--- config.mk ---
export PLATFORM = sky130hd
export DESIGN_NAME = hct_ctrl
export DESIGN_NICKNAME = d
export VERILOG_FILES = /design/src/rtl/hct_pkg.sv /design/src/rtl/hct_ctrl.sv
export SDC_FILE = /design/constraint.sdc
export NUM_CORES = 1
export LEC_CHECK = 0
export BUFFER_PORTS_ARGS = -buffer_cell sky130_fd_sc_hd__buf_2
export CAP_MARGIN = 0
export CORE_AREA = 4 4 41 43
export CTS_BUF_LIST = sky130_fd_sc_hd__clkbuf_4 sky130_fd_sc_hd__clkbuf_8
export CTS_CLUSTER_DIAMETER = 40
export DETAILED_ROUTE_END_ITERATION = 7
export DIE_AREA = 0 0 45 47
export SLEW_MARGIN = 20
export SYNTH_ARGS = -nofsm -noshare
export SYNTH_HDL_FRONTEND = slang
export SYNTH_SLANG_ARGS = --single-unit
--- constraint.sdc ---
create_clock -name clock -period 4.2 [get_ports clock]
set_input_delay 0 -clock clock [delete_from_list [all_inputs] [get_ports clock]]
set_output_delay 0 -clock clock [all_outputs]
set_load 0.005 [all_outputs]
--- src/rtl/hct_pkg.sv ---
// Shared types and constants for the canonical Huffman code table.
// Used by the channel interfaces, the controller, the datapath and the top level.
package hct_pkg;

   localparam int ACTION_W        = 2;
   localparam int SYMBOL_W        = 9;
   localparam int LENGTH_W        = 4;
   localparam int CODE_W          = 15;
   localparam int WINDOW_W        = 15;
   localparam int COUNT_W         = 9;
   localparam int HIST_W          = 9;
   localparam int NEXT_W          = 16;
   localparam int MAX_CODE_BITS   = 15;
   localparam int LEN_BINS        = MAX_CODE_BITS + 1;
   localparam int MAX_SYMBOLS_DEF = 288;
   localparam logic [COUNT_W-1:0] COUNT_RESET = COUNT_W'(288);

   typedef enum logic [ACTION_W-1:0] {
      ACT_LOAD   = 2'd0,
      ACT_BUILD  = 2'd1,
      ACT_LOOKUP = 2'd2,
      ACT_DECODE = 2'd3
   } action_type;

   typedef enum logic [3:0] {
      ST_IDLE,
      ST_LOAD,
      ST_LOOKUP_RD,
      ST_LOOKUP_RES,
      ST_CLEAR,
      ST_COUNT,
      ST_NEXT,
      ST_ASSIGN,
      ST_DECODE,
      ST_FINISH
   } state_type;

   typedef struct packed {
      logic accept;
      logic load_wr;
      logic lookup_rd;
      logic lookup_res;
      logic build_clear;
      logic scan_start;
      logic scan_stop;
      logic count_en;
      logic next_step;
      logic assign_en;
      logic decode_en;
      logic rsp_load;
   } cmd_type;

   typedef struct packed {
      logic scan_done;
      logic bits_last;
      logic match;
      logic rsp_free;
   } status_type;

endpackage

--- src/rtl/hct_ctrl.sv ---
// Controller state machine of the code table: sequences load, build,
// lookup and decode items. Depends on hct_pkg.
module hct_ctrl (
   input  logic                clock,
   input  logic                reset,
   input  logic                req_valid,
   input  hct_pkg::action_type req_action,
   input  hct_pkg::status_type status,
   output hct_pkg::cmd_type    cmd,
   output logic                req_ready
);

   hct_pkg::state_type state_ff, state_in;

   always_ff @(posedge clock) begin
      if (reset) begin
         state_ff <= hct_pkg::ST_IDLE;
      end else begin
         state_ff <= state_in;
      end
   end

   always_comb begin
      state_in = state_ff;
      unique case (state_ff)
         hct_pkg::ST_IDLE: begin
            if (req_valid) begin
               unique case (req_action)
                  hct_pkg::ACT_LOAD:   state_in = hct_pkg::ST_LOAD;
                  hct_pkg::ACT_BUILD:  state_in = hct_pkg::ST_CLEAR;
                  hct_pkg::ACT_LOOKUP: state_in = hct_pkg::ST_LOOKUP_RD;
                  hct_pkg::ACT_DECODE: state_in = hct_pkg::ST_DECODE;
                  default:             state_in = hct_pkg::ST_IDLE;
               endcase
            end
         end
         hct_pkg::ST_LOAD:       state_in = hct_pkg::ST_FINISH;
         hct_pkg::ST_LOOKUP_RD:  state_in = hct_pkg::ST_LOOKUP_RES;
         hct_pkg::ST_LOOKUP_RES: state_in = hct_pkg::ST_FINISH;
         hct_pkg::ST_CLEAR:      state_in = hct_pkg::ST_COUNT;
         hct_pkg::ST_COUNT: begin
            if (status.scan_done) begin
               state_in = hct_pkg::ST_NEXT;
            end
         end
         hct_pkg::ST_NEXT: begin
            if (status.bits_last) begin
               state_in = hct_pkg::ST_ASSIGN;
            end
         end
         hct_pkg::ST_ASSIGN: begin
            if (status.scan_done) begin
               state_in = hct_pkg::ST_FINISH;
            end
         end
         hct_pkg::ST_DECODE: begin
            if (status.match || status.scan_done) begin
               state_in = hct_pkg::ST_FINISH;
            end
         end
         hct_pkg::ST_FINISH: begin
            if (status.rsp_free) begin
               state_in = hct_pkg::ST_IDLE;
            end
         end
         default: state_in = hct_pkg::ST_IDLE;
      endcase
   end

   always_comb begin
      cmd       = '0;
      req_ready = 1'b0;
      unique case (state_ff)
         hct_pkg::ST_IDLE: begin
            req_ready  = 1'b1;
            cmd.accept = req_valid;
            cmd.scan_start = req_valid && (req_action == hct_pkg::ACT_DECODE);
         end
         hct_pkg::ST_LOAD:       cmd.load_wr    = 1'b1;
         hct_pkg::ST_LOOKUP_RD:  cmd.lookup_rd  = 1'b1;
         hct_pkg::ST_LOOKUP_RES: cmd.lookup_res = 1'b1;
         hct_pkg::ST_CLEAR: begin
            cmd.build_clear = 1'b1;
            cmd.scan_start  = 1'b1;
         end
         hct_pkg::ST_COUNT:      cmd.count_en   = 1'b1;
         hct_pkg::ST_NEXT: begin
            cmd.next_step  = 1'b1;
            // launch the assign walk on the last first-code step
            cmd.scan_start = status.bits_last;
         end
         hct_pkg::ST_ASSIGN:     cmd.assign_en  = 1'b1;
         hct_pkg::ST_DECODE: begin
            cmd.decode_en = 1'b1;
            cmd.scan_stop = status.match;
         end
         hct_pkg::ST_FINISH:     cmd.rsp_load   = status.rsp_free;
         default: ;
      endcase
   end

endmodule

==> results.md <==
* Layout cells sized above 1 at 33.3%
* Number of synthesized register bits at 4
* Die ar. at 2120 um^2
* Die X at 45 um
* Hold Violations, Final at 0
* Largest net degree at the start of global routing at 17
* Placed insts at 96
* Grt total ovfl at 0
* Antenna cells at 0
* Max reg flops at 4
* PortBufs at 21
* Filler Cell Count at 150
* Worst Setup Start Kind: register
* Comb pwr share at 57.1%
* Sw frac at 45.0%
* Fin Setup TNS at 0 ps
* Int Pwr at 184 uW
* First-pass GRT wire length at 1920 um
* R2R cell count at 4
* Worst-Skew Late Latency at ~230 ps
* Synth cell types at 28
* P&R area growth vs syn at 29.5%
* Min-delay src: reset
* Syn_area_per_cell at 6.82 um^2
* Critical Path RT at 4340 ps
* Power Total at 334 uW
* Routed len/inst at 11.8 um
* Regs by FF count: state_ff: 4 flops
* # H-tree levels at 1
* WP buf/inv at 0
* Initial antenna violation count at 0
* Slowest stage delay, CP at 550 ps
* Root buffer cell: clkbuf_4
* Vias/cell at roughly 5.2
* Synth Instances at 64
* Post-DRT Antenna Nets at 0
* CTS tree: done
* Setup bufs post-CTS at 0
* Maximum clock rate at 584 MHz
* Worst R2R Setup Slack at around 2500 ps
* Top cell type's share of synthesized area at 18.3%
* Synth top area cells: dfxtp_1 18%, nand2b_1 8.6%, nor2_1 8.6%
* Total CTS buffers at 3
* Final Cycle Share at 40.7%
* Vias in the first global route at 468
* Least-Margin Pin Slew at ~520 ps
* Seq pwr share at 29.3%
* Clock skew at approximately 5 ps
* Hold path cells at 2
* Net Sw Power at 151 uW
* Core area at 1300 um^2
* Power density over cell area at 591 nW/um^2
* Clock-pin slew on the worst setup and hold paths at 40 ps
* Worst Path Class, Setup: reg2reg
* Reg2reg end: state_ff[1]
* Via count at roughly 520
* IR drop worst, VDD at 328 uV
* Global-route usage over all layers at roughly an eighth
* Min cycle time layout at 1710 ps
* MaxCap Viol Count at 0
* Hold crit path type: in2reg
* Leakage at 0.000273 uW
* I/O pin count at 22
* Final setup violation count at 0
* Final slew viol count at 0
* FP Rows at 13
* CP Max Fanout at 13
* CP top delay family: compound AO/OA/AOI/OAI gates
* Slowest CP cell: dfxtp_1
* Outcome: completed
* Clock Power Share at a little over an eighth
* Clock Path Buffers at 2
* Cell Area, Synth at 437 um^2
* Die Y at 47 um
* Net count, final at 95
* Min-Delay Endpoint: state_ff[1]
* Slew headroom at between 60 and 70%
* CP Cell Sequence: nand2b_1 > o32ai_1 > a221o_2 > o41ai_2
* Worst setup EP type: register
* DP HPWL at 906 um
* Seq/Total Area, Yosys at 18.3%
* Hold buffers post-CTS at 0
* GP Congestion at 0.711
* Reg2reg start: state_ff[1]
* First-pass iteration count of the detailed router at 4
* RSZ-0062 raised after global routing: no
* Final cell count without fillers at 99
* Remaining DRCs at 0
* Mapped Nets at 73
* Ys Warns at 0
* Starting Density at 33.6%
* CTS sink cnt at 4
* DRT iter0 DRCs at 13
* Routed WL at between 1000 and 1500 um
* Top reg by flops: state_ff
* Crit path DAT at 1850 ps
* Post-CTS sizing at 0
* Cell taking the most area after synthesis: dfxtp_1
-- worst max path at each step --
stage / startpoint / endpoint / cells after the start
floorplan: state_ff[0] / state_ff[1] / 4
global placement: state_ff[1] / state_ff[1] / 4
detailed placement: state_ff[1] / state_ff[1] / 4
CTS: state_ff[1] / state_ff[1] / 4
global route: state_ff[1] / state_ff[1] / 4
finish: state_ff[1] / state_ff[1] / 4
-- Yosys cell counts, drive strengths merged --
| library cell | number |
|---|---|
| dfxtp | 4 |
| o41ai | 1 |
| a221o | 2 |
| a211o | 1 |
| o22a | 1 |
| or3 | 3 |
| and2 | 2 |
| nor4 | 1 |
| nor3b | 1 |
| o32ai | 1 |
| nand3 | 1 |
| or2 | 1 |
| a221oi | 1 |
| nand2b | 6 |
| inv | 3 |
| clkbuf | 2 |
| o21ai | 4 |
| o211ai | 1 |
| nor3 | 5 |
| a21oi | 3 |
| nand2 | 3 |
| mux2i | 3 |
| nor2 | 10 |
| or4 | 1 |
| or2b | 1 |
| buf | 2 |
-- through the flow --
| stage | worst slack, ps | area [um^2] | hold WS, ps | utilization (%) |
|---|---|---|---|---|
| 2_1_floorplan | 2850 | 437 | 76.9 | - |
| 3_3_place_gp | 2550 | 543 | 288 | 41.7 |
| 3_5_place_dp | 2500 | 543 | 285 | 41.7 |
| 4_1_cts | 2490 | 566 | 54.5 | 43.5 |
| 5_1_grt | 2380 | 566 | 77.1 | 43.5 |
| 6_report | 2490 | 566 | 60.7 | 43.5 |
-- cells by family after synthesis --
| logic type | share of synthesized area (%) |
|---|---|
| simple gates | 41.8 |
| compound gates | 26.4 |
| buf+inv | 6.59 |
| flops | 18.3 |
| mux | 6.88 |
-- power by group through the flow --
stage                     clock [uW]  combinational (uW)  sequential, uW
after floorplan                    0                 168            64.3
after global placement             0                 193            97.2
after detailed placement           0                 194            98.4
after CTS                       48.4                 194            97.2
after global routing            50.4                 215             105
final                           45.5                 191            97.9
-- routing by layer --
layer	up-vias	GRT usage, %	part of all wire, %
met3	0	2.68	8.0
met4	0	5.26	0
met2	16	20.9	44
li1	277	-	-
met5	-	0	0
met1	222	15.0	48
-- cells in the final DEF, fill, tap and decap left out, types with 2 or more instances in the layout --
cell type / n
buf_2: 21
nor2_1: 10
nand2b_1: 6
nor3_1: 5
o21ai_0: 4
dfxtp_1: 4
nand2_1: 3
or3_1: 3
mux2i_1: 3
a21oi_1: 3
clkbuf_4: 3
and2_1: 2
inv_1: 2
-- area by class of cell --
class / instances / area, um^2 / share of cell area (%)
Sequential cell: 4 / 80.1 / 14.2
Clock buffer: 3 / 22.5 / 3.98
Multi-Input combinational cell: 53 / 328 / 58.0
Inverter: 3 / 11.3 / 1.99
Timing Repair Buffer: 21 / 105 / 18.6
Tap cell: 15 / 18.8 / 3.32
Power figures use the tool's default switching activity.
